$ cat src/design/cfb_pkg.sv
// Shared types and constants of the Caesar shift frequency breaker.
`timescale 1ns / 1ps
package cfb_pkg;

    localparam int NUM_LETTERS = 26;

    // English letter frequencies in units of 1e-5, a through z.
    localparam int unsigned ENG_FREQ_E5 [NUM_LETTERS] = '{
        8200, 1500, 2800, 4300, 13000, 2200, 2000, 6100, 7000, 150,
        770, 4000, 2400, 6700, 7500, 1900, 95, 6000, 6300, 9100,
        2800, 980, 2400, 150, 2000, 74
    };

    localparam logic [7:0]  CHAR_A      = 8'h61;
    localparam logic [7:0]  CHAR_Z      = 8'h7A;
    localparam logic [4:0]  LAST_LETTER = 5'd25;
    localparam logic [4:0]  BUBBLE_STEP = 5'd26;
    localparam logic [4:0]  FIRST_SHIFT = 5'd1;
    localparam logic [4:0]  LAST_SHIFT  = 5'd26;
    localparam logic [62:0] SAT63       = {63{1'b1}};
    localparam logic [63:0] SQRT_LIMIT  = 64'd3037000499;

    typedef enum logic [1:0] {
        ST_IDLE,
        ST_WAIT,
        ST_SCORE,
        ST_DRAIN
    } cfb_state_t;

    // One scoring step handed to the score pipeline.
    typedef struct packed {
        logic       valid;
        logic [4:0] shift;
        logic [4:0] letter;
    } cfb_step_t;

    // Final answer of the score pipeline.
    typedef struct packed {
        logic        valid;
        logic [4:0]  shift;
        logic [62:0] score;
    } cfb_result_t;

endpackage

$ cat src/design/cfb_in_if.sv
// Input channel: ciphertext bytes with a last flag.
`timescale 1ns / 1ps
interface cfb_in_if;
    logic       valid;
    logic       ready;
    logic [7:0] text_byte;
    logic       last_byte;

    modport source (output valid, output text_byte, output last_byte, input ready);
    modport sink   (input valid, input text_byte, input last_byte, output ready);
endinterface

$ cat src/design/cfb_out_if.sv
// Output channel: the winning shift, its score and the overflow flag.
`timescale 1ns / 1ps
interface cfb_out_if;
    logic        valid;
    logic        ready;
    logic [4:0]  best_shift;
    logic [62:0] best_score;
    logic        length_overflow;

    modport source (output valid, output best_shift, output best_score,
                    output length_overflow, input ready);
    modport sink   (input valid, input best_shift, input best_score,
                    input length_overflow, output ready);
endinterface

$ cat src/design/cfb_count_cell.sv
// One histogram cell of the letter-count ring.
`timescale 1ns / 1ps
module cfb_count_cell #(
    parameter int CW = 16
) (
    input  logic          clk,
    input  logic          rst_n,
    input  logic          clear,
    input  logic          rotate,
    input  logic          inc,
    input  logic [CW-1:0] shift_in,
    output logic [CW-1:0] count
);
    logic [CW-1:0] count_reg;
    logic [CW-1:0] count_next;

    // Clearing wins, then the ring shift, then counting a letter.
    always_comb
    begin
        count_next = count_reg;
        if (clear)
        begin
            count_next = '0;
        end
        else if (rotate)
        begin
            count_next = shift_in;
        end
        else if (inc)
        begin
            count_next = count_reg + CW'(1);
        end
    end

    always_ff @(posedge clk or negedge rst_n)
    begin
        if (!rst_n)
        begin
            count_reg <= '0;
        end
        else
        begin
            count_reg <= count_next;
        end
    end

    assign count = count_reg;
endmodule

$ cat src/design/cfb_score_unit.sv
// Pipelined squared-distance scorer with running minimum over shifts.
`timescale 1ns / 1ps
module cfb_score_unit #(
    parameter int CW                 = 16,
    parameter int FREQ_FRACTION_BITS = 16
) (
    input  logic                 clk,
    input  logic                 rst_n,
    input  cfb_pkg::cfb_step_t   step,
    input  logic [CW-1:0]        count,
    input  logic [CW-1:0]        text_len,
    output cfb_pkg::cfb_result_t result
);
    import cfb_pkg::*;

    localparam int FW = FREQ_FRACTION_BITS;
    localparam int AW = CW + FW;

    logic [FW-1:0] freq_tab [NUM_LETTERS];

    // Fixed-point English frequencies, rounded half up.
    for (genvar g = 0; g < NUM_LETTERS; g++)
    begin : g_freq
        localparam logic [63:0] FQ =
            ((64'(ENG_FREQ_E5[g]) << FREQ_FRACTION_BITS) + 64'd50000) / 64'd100000;
        assign freq_tab[g] = FQ[FW-1:0];
    end

    cfb_step_t     s1_tag_reg;
    logic [AW-1:0] s1_a_reg;
    logic [AW-1:0] s1_b_reg;
    cfb_step_t     s2_tag_reg;
    logic [63:0]   s2_d_reg;
    logic          s2_sat_reg;
    cfb_step_t     s3_tag_reg;
    logic [63:0]   s3_sq_reg;
    logic          s3_sat_reg;
    logic [62:0]   acc_reg;
    logic [62:0]   best_score_reg;
    logic [4:0]    best_shift_reg;
    logic          done_reg;

    logic [AW-1:0] diff;
    logic [63:0]   diff64;
    logic [62:0]   acc_base;
    logic [64:0]   acc_sum;
    logic [62:0]   acc_next;
    logic          take_best;

    // Stage 1: scaled count and expected count.
    always_ff @(posedge clk)
    begin
        s1_a_reg <= {count, FW'(0)};
        s1_b_reg <= AW'(freq_tab[step.letter] * text_len);
    end

    // Stage 2: absolute difference and saturation check.
    assign diff   = (s1_a_reg > s1_b_reg) ? (s1_a_reg - s1_b_reg) : (s1_b_reg - s1_a_reg);
    assign diff64 = 64'(diff);

    always_ff @(posedge clk)
    begin
        s2_d_reg   <= diff64;
        s2_sat_reg <= diff64 > SQRT_LIMIT;
    end

    // Stage 3: one 32 by 32 square.
    always_ff @(posedge clk)
    begin
        s3_sq_reg  <= s2_d_reg[31:0] * s2_d_reg[31:0];
        s3_sat_reg <= s2_sat_reg;
    end

    // Stage 4: saturating accumulation and minimum tracking.
    assign acc_base = (s3_tag_reg.letter == '0) ? '0 : acc_reg;
    assign acc_sum  = 65'(acc_base) + 65'(s3_sq_reg);
    assign acc_next = (s3_sat_reg || acc_sum > 65'(SAT63)) ? SAT63 : acc_sum[62:0];
    assign take_best = (s3_tag_reg.shift == FIRST_SHIFT) || (acc_next < best_score_reg);

    always_ff @(posedge clk)
    begin
        if (s3_tag_reg.valid)
        begin
            acc_reg <= acc_next;
        end
        if (s3_tag_reg.valid && s3_tag_reg.letter == LAST_LETTER && take_best)
        begin
            best_score_reg <= acc_next;
            best_shift_reg <= s3_tag_reg.shift;
        end
    end

    // Tags of the pipeline stages.
    always_ff @(posedge clk or negedge rst_n)
    begin
        if (!rst_n)
        begin
            s1_tag_reg <= '0;
            s2_tag_reg <= '0;
            s3_tag_reg <= '0;
            done_reg   <= 1'b0;
        end
        else
        begin
            s1_tag_reg <= step;
            s2_tag_reg <= s1_tag_reg;
            s3_tag_reg <= s2_tag_reg;
            done_reg   <= s3_tag_reg.valid && s3_tag_reg.letter == LAST_LETTER
                          && s3_tag_reg.shift == LAST_SHIFT;
        end
    end

    assign result.valid = done_reg;
    assign result.shift = best_shift_reg;
    assign result.score = best_score_reg;
endmodule

$ cat src/design/caesar_shift_frequency_breaker_unit.sv
// Top level: letter-count ring, scoring sequencer and result register.
// Bytes are taken one item a cycle while they arrive; after the last byte the ring
// turns through 26 shifts, each a bubble step and one step per letter, and the
// result is set by the single squaring pipeline and the rotating ring.
// Input is held off from the last byte until the result is registered.
// Reset clears counts, length, overflow flag, state and the output valid flag.
`timescale 1ns / 1ps
module caesar_shift_frequency_breaker_unit #(
    parameter int MAX_TEXT_LENGTH    = 65535,
    parameter int FREQ_FRACTION_BITS = 16
) (
    input  logic clk,
    input  logic rst_n,
    cfb_in_if.sink    text,
    cfb_out_if.source result
);
    import cfb_pkg::*;

    localparam int CW = $clog2(MAX_TEXT_LENGTH + 1);

    cfb_state_t    state_reg;
    cfb_state_t    state_next;
    logic [4:0]    shift_reg;
    logic [4:0]    shift_next;
    logic [4:0]    step_reg;
    logic [4:0]    step_next;
    logic [CW-1:0] len_reg;
    logic          ovf_reg;
    logic          out_valid_reg;
    logic [4:0]    out_shift_reg;
    logic [62:0]   out_score_reg;
    logic          out_ovf_reg;

    logic          accept;
    logic          at_limit;
    logic          is_letter;
    logic [4:0]    letter_idx;
    logic          rotate;
    logic          clear;
    logic [CW-1:0] counts [NUM_LETTERS];
    cfb_step_t     step;
    cfb_result_t   res;

    assign accept     = text.valid && text.ready;
    assign at_limit   = len_reg >= CW'(MAX_TEXT_LENGTH);
    assign is_letter  = text.text_byte >= CHAR_A && text.text_byte <= CHAR_Z;
    assign letter_idx = 5'(text.text_byte - CHAR_A);
    assign clear      = res.valid;

    // Ring of count cells; cell k takes its neighbor k+1 on a turn.
    for (genvar k = 0; k < NUM_LETTERS; k++)
    begin : g_cell
        cfb_count_cell #(.CW(CW)) u_cell (
            .clk      (clk),
            .rst_n    (rst_n),
            .clear    (clear),
            .rotate   (rotate),
            .inc      (accept && !at_limit && is_letter && letter_idx == 5'(k)),
            .shift_in (counts[(k + 1) % NUM_LETTERS]),
            .count    (counts[k])
        );
    end

    cfb_score_unit #(.CW(CW), .FREQ_FRACTION_BITS(FREQ_FRACTION_BITS)) u_score (
        .clk      (clk),
        .rst_n    (rst_n),
        .step     (step),
        .count    (counts[0]),
        .text_len (len_reg),
        .result   (res)
    );

    // Sequencer next state and outputs.
    always_comb
    begin
        state_next = state_reg;
        shift_next = shift_reg;
        step_next  = step_reg;
        rotate     = 1'b0;
        step.valid = 1'b0;
        step.shift = shift_reg;
        step.letter = step_reg;
        unique case (state_reg)
            ST_IDLE:
            begin
                if (accept && text.last_byte)
                begin
                    state_next = ST_WAIT;
                end
            end
            ST_WAIT:
            begin
                shift_next = '0;
                step_next  = BUBBLE_STEP;
                if (!out_valid_reg)
                begin
                    state_next = ST_SCORE;
                end
            end
            ST_SCORE:
            begin
                rotate     = 1'b1;
                step.valid = step_reg != BUBBLE_STEP;
                if (step_reg == BUBBLE_STEP)
                begin
                    step_next  = '0;
                    shift_next = shift_reg + 5'd1;
                end
                else if (shift_reg == LAST_SHIFT && step_reg == LAST_LETTER)
                begin
                    state_next = ST_DRAIN;
                end
                else
                begin
                    step_next = step_reg + 5'd1;
                end
            end
            ST_DRAIN:
            begin
                if (res.valid)
                begin
                    state_next = ST_IDLE;
                end
            end
            default:
            begin
                state_next = ST_IDLE;
            end
        endcase
    end

    always_ff @(posedge clk or negedge rst_n)
    begin
        if (!rst_n)
        begin
            state_reg <= ST_IDLE;
            shift_reg <= '0;
            step_reg  <= '0;
        end
        else
        begin
            state_reg <= state_next;
            shift_reg <= shift_next;
            step_reg  <= step_next;
        end
    end

    // Text length and overflow tracking.
    always_ff @(posedge clk or negedge rst_n)
    begin
        if (!rst_n)
        begin
            len_reg <= '0;
            ovf_reg <= 1'b0;
        end
        else if (clear)
        begin
            len_reg <= '0;
            ovf_reg <= 1'b0;
        end
        else if (accept)
        begin
            if (at_limit)
            begin
                ovf_reg <= 1'b1;
            end
            else
            begin
                len_reg <= len_reg + CW'(1);
            end
        end
    end

    // Output register holding one result item.
    always_ff @(posedge clk or negedge rst_n)
    begin
        if (!rst_n)
        begin
            out_valid_reg <= 1'b0;
        end
        else if (res.valid)
        begin
            out_valid_reg <= 1'b1;
        end
        else if (result.ready)
        begin
            out_valid_reg <= 1'b0;
        end
    end

    always_ff @(posedge clk)
    begin
        if (res.valid)
        begin
            out_shift_reg <= res.shift;
            out_score_reg <= res.score;
            out_ovf_reg   <= ovf_reg;
        end
    end

    assign text.ready             = state_reg == ST_IDLE;
    assign result.valid           = out_valid_reg;
    assign result.best_shift      = out_shift_reg;
    assign result.best_score      = out_score_reg;
    assign result.length_overflow = out_ovf_reg;
endmodule

$ cat src/flat_wrapper.sv
// flat-port wrapper written by rule: the top's interface ports become plain ports
module caesar_shift_frequency_breaker_unit_flat import cfb_pkg::*;
#(
    parameter int MAX_TEXT_LENGTH    = 65535,
    parameter int FREQ_FRACTION_BITS = 16
)
  (clk, rst_n, text_valid, text_text_byte, text_last_byte, text_ready, result_valid, result_best_shift, result_best_score, result_length_overflow, result_ready);
  cfb_in_if text_i ();
  cfb_out_if result_i ();
  input  logic clk;
  input  logic rst_n;
  input wire logic [$bits(text_i.valid)-1:0] text_valid;
  input wire logic [$bits(text_i.text_byte)-1:0] text_text_byte;
  input wire logic [$bits(text_i.last_byte)-1:0] text_last_byte;
  output wire logic [$bits(text_i.ready)-1:0] text_ready;
  output wire logic [$bits(result_i.valid)-1:0] result_valid;
  output wire logic [$bits(result_i.best_shift)-1:0] result_best_shift;
  output wire logic [$bits(result_i.best_score)-1:0] result_best_score;
  output wire logic [$bits(result_i.length_overflow)-1:0] result_length_overflow;
  input wire logic [$bits(result_i.ready)-1:0] result_ready;
  assign text_i.valid = text_valid;
  assign text_i.text_byte = text_text_byte;
  assign text_i.last_byte = text_last_byte;
  assign text_ready = text_i.ready;
  assign result_valid = result_i.valid;
  assign result_best_shift = result_i.best_shift;
  assign result_best_score = result_i.best_score;
  assign result_length_overflow = result_i.length_overflow;
  assign result_i.ready = result_ready;
  caesar_shift_frequency_breaker_unit #(.MAX_TEXT_LENGTH(MAX_TEXT_LENGTH), .FREQ_FRACTION_BITS(FREQ_FRACTION_BITS)) u_core (.clk(clk), .rst_n(rst_n), .text(text_i), .result(result_i));
endmodule
$ cat config.mk
export PLATFORM = sky130hd
export DESIGN_NAME = caesar_shift_frequency_breaker_unit_flat
export DESIGN_NICKNAME = d
export VERILOG_FILES = /design/src/design/cfb_pkg.sv /design/src/design/cfb_in_if.sv /design/src/design/cfb_out_if.sv /design/src/design/cfb_count_cell.sv /design/src/design/cfb_score_unit.sv /design/src/design/caesar_shift_frequency_breaker_unit.sv /design/src/flat_wrapper.sv
export SDC_FILE = /design/constraint.sdc
export NUM_CORES = 2
export LEC_CHECK = 0
export ABC_AREA = 1
export ABC_CLOCK_PERIOD_IN_PS = 13800
export BUFFER_PORTS_ARGS = -buffer_cell sky130_fd_sc_hd__buf_2
export CORE_ASPECT_RATIO = 0.8
export CORE_MARGIN = 2
export CORE_UTILIZATION = 48
export CTS_CLUSTER_SIZE = 14
export DETAILED_ROUTE_END_ITERATION = 12
export PLACE_DENSITY_LB_ADDON = 0.25
export REMOVE_ABC_BUFFERS = 1
export SLEW_MARGIN = 10
export SYNTH_ARGS = -nofsm -noshare
export SYNTH_HDL_FRONTEND = slang
export SYNTH_SLANG_ARGS = --single-unit
$ cat constraint.sdc
create_clock -name clk -period 13.8 [get_ports clk]
set_input_delay 2.07 -clock clk [delete_from_list [all_inputs] [get_ports clk]]
set_output_delay 2.07 -clock clk [all_outputs]
set_load 0.01 [all_outputs]
; ---- Word-level counts from Yosys, hierarchy flattened
; Memories as Yosys holds them, arrays and structs flattened.
; Cells that the tools add are included.
; W data, S select, Z words.
[classes]
add_sub_neg = 33
multipliers = 2
n_lt_le_gt_ge = 8
eq_ne = 43
mux = 104
bitwise = 1
reduce_logical = 76
[ops]
columns = operator, n
row1 = $mux W16, 83
row2 = $add A16 B1 Y16 const B, 27
row3 = $mux W63, 2
row4 = $reduce_bool A3 Y1, 26
row5 = $eq A5 B5 Y1 const B, 15
row6 = $add A63 B64 Y65, 1
row7 = $gt A65 B63 Y1 const B, 1
row8 = $mul A32 B32 Y64, 1
row9 = $sub A32 B32 Y32, 2
row10 = $lt A63 B63 Y1, 1
row11 = $eq A5 B4 Y1 const B, 8
row12 = $logic_and A1 B1 Y1, 35
row13 = $gt A32 B32 Y1, 1
row14 = $gt A32 B32 Y1 const B, 1
row15 = $mul A16 B16 Y32, 1
row16 = $mux W32, 1
row17 = $eq A5 B3 Y1 const B, 4
row18 = $pmux W5 S2, 2
row19 = $ge A16 B16 Y1 const B, 1
row20 = $mux W5, 3
row21 = $add A5 B1 Y5 const B, 2
row22 = $eq A5 B1 Y1 const B, 2
row23 = $eq A5 B2 Y1 const B, 2
row24 = $logic_not A5 Y1, 2
row25 = 20 further kinds, 43
[word_totals]
ff_bits = 826
mem_bits_ro = 512
in_bits = 13
out_inout_bits = 71
elab_cells = 322
mem_count = 1
[mem_list]
columns = name, words, width, rd, rd_clocked_by_memory_dff, write_ports, line_no
row1 = (name not given), 32, 16, 1, 0, 0, cfb_score_unit.sv:54  ; s1_b_reg <= AW'(freq_tab[step.letter] * text_len);

; ---- Longest topological paths before layout
[depth]
ltp_word = 9
depth_mapped = 38
mapped_depth_nobuf = 36

; ---- Modules after synthesis
; From an unflattened synthesis, not the netlist that was laid out.
[hier_totals]
cells_unflattened = 11337
hier_area_um2 = 88777.6
[by_module_without_submodules]
columns = module, instances, cells_each, area_per_inst_um2, seq_area_each_um2
row1 = cfb_score_unit, 1, 6277, 53337.4, 7687.4
row2 = cfb_count_cell at u_core.g_cell[0].u_cell ..., 25, 179, 1197.4, 400.4
row3 = caesar_shift_frequency_breaker_unit, 1, 405, 4299.1, 2822.7
row4 = cfb_count_cell at u_core.g_cell[7].u_cell, 1, 180, 1206.2, 400.4

; ---- Least setup slack after synthesis
; No wires, ideal clock.
[synth_timing]
path_kind = reg2reg
start = register u_core.u_score.s3_tag_reg[3] in the netlist's numbering
end = register u_core.u_score.best_score_reg[0] (enable)
setup_time_ns = 0.516
t_arrival_ns = 7.528
t_required_ns = 13.284
setup_slack_ns = 5.756
stages_incl_launch_ff = 33
n_path_buf = 1
period_less_slack_ns = 8.044
cell_sequence = dfrtp_1 nor2_1 nand3_2 clkbuf_1 nand2_1 inv_1 ha_1 ha_1 nand3_1 nand3_1 nand2_1 nand2_1 nand2_1 nand2_1 a21oi_1 o21bai_1 nand2_1 nand4_1 a21boi_0 o21bai_1 nand2_1 nand2_1 a21oi_1 xor2_1 nand2_1 ha_1 a21oi_1 nor2_1 a211oi_1 o2111ai_1 a31oi_1 nand2_1 a21oi_1
[synth_between]
elab_chain_len = 9
elab_cells_between_ends = 11
cone_classes = 1 x add/sub / 2 x order compare / 1 x eq/ne / 2 x mux / 5 x reduce/logical
[synth_lines]
columns = element, line_no
row1 = "start, declared", cfb_score_unit.sv:35  ; cfb_step_t s3_tag_reg;
row2 = "start signal, assigned", cfb_score_unit.sv:107  ; s3_tag_reg <= s2_tag_reg;
row3 = $logic_not A5 Y1 *, cfb_score_unit.sv:75  ; assign acc_base = (s3_tag_reg.letter == '0) ? '0 : acc_reg;
row4 = $mux W63 *, cfb_score_unit.sv:75
row5 = $add A63 B64 Y65 *, cfb_score_unit.sv:76  ; assign acc_sum = 65'(acc_base) + 65'(s3_sq_reg);
row6 = $gt A65 B63 Y1, cfb_score_unit.sv:77  ; assign acc_next = (s3_sat_reg || acc_sum > 65'(SAT63)) ? SAT63 : acc_sum[62:0];
row7 = $logic_or A1 B1 Y1, cfb_score_unit.sv:77
row8 = $mux W63 *, cfb_score_unit.sv:77
row9 = named net u_core.u_score.acc_next[56], cfb_score_unit.sv:47  ; logic [62:0] acc_next;
row10 = $lt A63 B63 Y1 *, cfb_score_unit.sv:78  ; assign take_best = (s3_tag_reg.shift == FIRST_SHIFT) || (acc_next < best_score_reg);
row11 = $logic_or A1 B1 Y1 *, cfb_score_unit.sv:78
row12 = $logic_and A1 B1 Y1 *, cfb_score_unit.sv:86  ; if (s3_tag_reg.valid && s3_tag_reg.letter == LAST_LETTER && take_best)
row13 = "end signal, assigned", cfb_score_unit.sv:88  ; best_score_reg <= acc_next;
row14 = "end, declared", cfb_score_unit.sv:39  ; logic [62:0] best_score_reg;
; Mark *: on every way through the listed nets, which the timed path passes. The rest lies on a longest branch.
; A chain may end at the register's enable or synchronous reset.

; ---- Worst setup path in the final report
[layout_timing]
start = register u_core.step_reg[0]
end = register u_core.u_score.s1_b_reg[29]
[layout_between]
elab_chain_len = 5
[layout_lines]
columns = element, line_no
row1 = "start, declared", caesar_shift_frequency_breaker_unit.sv:25  ; logic [4:0] step_reg;
row2 = "start signal, assigned", caesar_shift_frequency_breaker_unit.sv:144  ; step_reg <= step_next;
row3 = $not A5 Y6 (implied by the code), cfb_score_unit.sv:54
row4 = $mem_v2 Z32 W16, -
row5 = $mux W16 (implied by the code) (2 in series), cfb_score_unit.sv:54
row6 = $mul A16 B16 Y32, cfb_score_unit.sv:54
row7 = "end signal, assigned", cfb_score_unit.sv:54
row8 = "end, declared", cfb_score_unit.sv:31  ; logic [AW-1:0] s1_b_reg;
; Every way passes these cells. The select of a mux whose other input is x is not followed.

==> summary.md <==
| Metric | Value |
|---|---|
| CP Launch Type | register |
| Post-detail-place hpwl | 168,000 µm |
| PnR worst setup slack | 5460 ps |
| Final net count | about 12,000 |
| Flop-to-flop setup slack | 5460 ps |
| Post-CTS Hold Buffers | 0 |
| Clk root buf | clkbuf_16 |
| Vias/cell | roughly 5.3 |
| DIE HEIGHT | 375 µm |
| Core region area | between 150,000 and 200,000 µm² |
| Number of flops mapped to enable cells by yosys | 200 |
| Drt drc | 0 |
| RSZ-0062 raised after global routing | no |
| Inst Count DP | ~12,000 |
| Top cells by count, synth | 2,399 x inv_1, 1,670 x nand2_1, 975 x fa_1, 769 x o21ai_0, 692 x nor2_1 |
| WL final | about 220,000 µm |
| Avg Inst Size Synth | 8.14 µm² |
| Worst slack, placed | about 5600 ps |
| Final ANT Viol Nets | 0 |
| Max-slew violations | 0 |
| Setup Fix Bufs, Post-CTS | 0 |
| Crit Path Max Fanout | 12 |
| Post-Syn Instances | around 10,000 |
| Clk_lat worst skew | about 750 ps |
| DR WL/cell | between 15 and 20 µm |
| CTS-repair resized insts | 0 |
| Seq cells post-synth | ~830 |
| Area leader, netlist | fa_1 |
| First-pass GRT wire length | around 360,000 µm |
| Status | complete, no violations |
| Global route total overflow | 0 |
| ANT cells | 0 |
| Die footprint | ~180,000 µm² |
| Sequential fraction of the synthesis area | about a quarter |
| Area delta synth->final | 6.95% |
| CP peak stage delay | between 600 and 700 ps |
| Post-layout min period | between 8000 and 9000 ps |
| Fin cells | roughly 12,000 |
| Syn. warnings | 0 |
| Synth area leaders | fa_1 24%, dfrtp_1 15%, inv_1 11% |
| Io pins | 84 |
| Maximum clock frequency | around 0.12 GHz |
| Die X | roughly 470 µm |
| Critical path arrival | around 9000 ps |
| Initial core utilization | roughly half |
| Antenna violations before repair | 0 |
| Critical Path Sink Type | register |
| Most common cell on crit path | inv_1 |
| Tcrit/Tclk final | roughly three fifths |
| Yosys top cell area share | between 20% and 30% |
| CTS buffer count | 90 |
| # clock sinks | between 800 and 900 |
| TritonCTS clock tree | done |
| CP Data Required Time | approximately 14,000 ps |
| Final Util | between 50% and 60% |
| Vias after detailed routing | between 60,000 and 70,000 |
| Gr usage total | about 25% |
| Kind of critical path | register to register |
| Fillers | between 15,000 and 20,000 |
| Total negative slack | 0 ps |
| Hold Fails Final Rpt | 0 |
| Most common cell in the netlist | inv_1 |
| Number of flip-flops in the largest register | about 420 |
| Max-cap violations | 0 |
| Fraction of registers with async set/reset | between 50% and 60% |
| Largest net degree at the start of global routing | approximately 190 |
| Slew @ Worst Pin | 1210 ps |
| Min-delay worst type | register to register |
| Slowest cell on crit path | dfrtp_1 |
| Mapped Area | about 83,000 µm² |
| Vias in the first global route | 66,799 |
| Clk_skew | just over 50 ps |
| Ratio of cells with drive above 1 in the final layout | under 10% |
| Number of distinct library cells after synthesis | just over 70 |
| Gpl congestion | between 0.9 and 1 |
| DRT Pass-1 Iters | 6 |
| # rows | approximately 140 |
| Clock slew at reported path FFs | around 70 ps |
| Port Buffers | just over 80 |
| # setup viols final | 0 |
| First DRT Iteration DRCs | 5,665 |
| H-Tree Level Count | 3 |
| Slew HR | 19.1% |
| Main synth FF type | dfrtp_1 |
| Max clock buf depth | 3 |
==> area by class of cell <==
| cell class | count | area (µm²) | area share (%) |
|---|---|---|---|
| clock buffer | 116 | 2490 | 2.82 |
| clock inverter | 52 | 723 | 0.819 |
| inverter | 2420 | 9090 | 10.3 |
| multi-input combinational | 6569 | 51400 | 58.1 |
| sequential | 825 | 20900 | 23.7 |
| tap | 2277 | 2850 | 3.23 |
| timing repair buffer | 142 | 893 | 1.01 |
==> cells in the final DEF (no fill, tap or decap), drive strengths merged, types with 138 or more instances in the layout <==
cell	n
a21oi	606
buf	142
dfrtp	480
dfxtp	145
edfxtp	200
fa	975
ha	582
inv	2419
nand2	1679
nand3	191
nor2	697
nor3	138
o21ai	797
o22ai	192
xor2	163
==> layer usage <==
layer | track usage (%) | part of all wire (%) | vias to the layer above
li1 | - | - | 31641
met1 | 37.8 | 46 | 31996
met2 | 38.0 | 43 | 2380
met3 | 5.42 | 8.6 | 313
met4 | 5.88 | 2.2 | 0
met5 | 0 | 0 | -
==> critical path, delay by kind of cell, from the launching register on <==
family | cells | cell delay [ps]
buf+inv | 11 | 1490
fa+ha+maj | 8 | 3860
xor+xnor | 1 | 170
compound gates | 4 | 920
simple gates | 8 | 1170
flops | 1 | 640
==> kinds of logic after synthesis <==
logic type	after synthesis	synth area share (%)
adder cells (fa/ha/maj)	1557	32.4
multiplexers	2	0.0242
flip-flops	825	25.3
XOR/XNOR	244	2.59
AND/OR/NAND/NOR	2836	13.9
buffers and inverters	2753	12.6
AO/OA/AOI/OAI	1930	13.1
==> final timing paths <==
check,start,end,cells after the start
setup / recovery,u_core.step_reg[0],u_core.u_score.s1_b_reg[29],32
hold reg to reg,u_core.u_score.s2_sat_reg,u_core.u_score.s3_sat_reg,0
setup reg to reg,u_core.step_reg[0],u_core.u_score.s1_b_reg[29],32
hold / removal,u_core.u_score.s2_sat_reg,u_core.u_score.s3_sat_reg,0
max in group asynchronous,rst_n,u_core.u_score.done_reg,3
min in group asynchronous,rst_n,u_core.result.valid,1
==> through the flow <==
step | hold WS (ps) | cell area, µm²
after detailed placement | 313 | 85100
after floorplan | 310 | 81300
final | 327 | 88300
after global routing | 333 | 88300
after global placement | 315 | 85100
after CTS | 326 | 88300
Power is not shown: default switching activity piles up to over one toggle a cycle in this logic, so the estimate is an artifact.
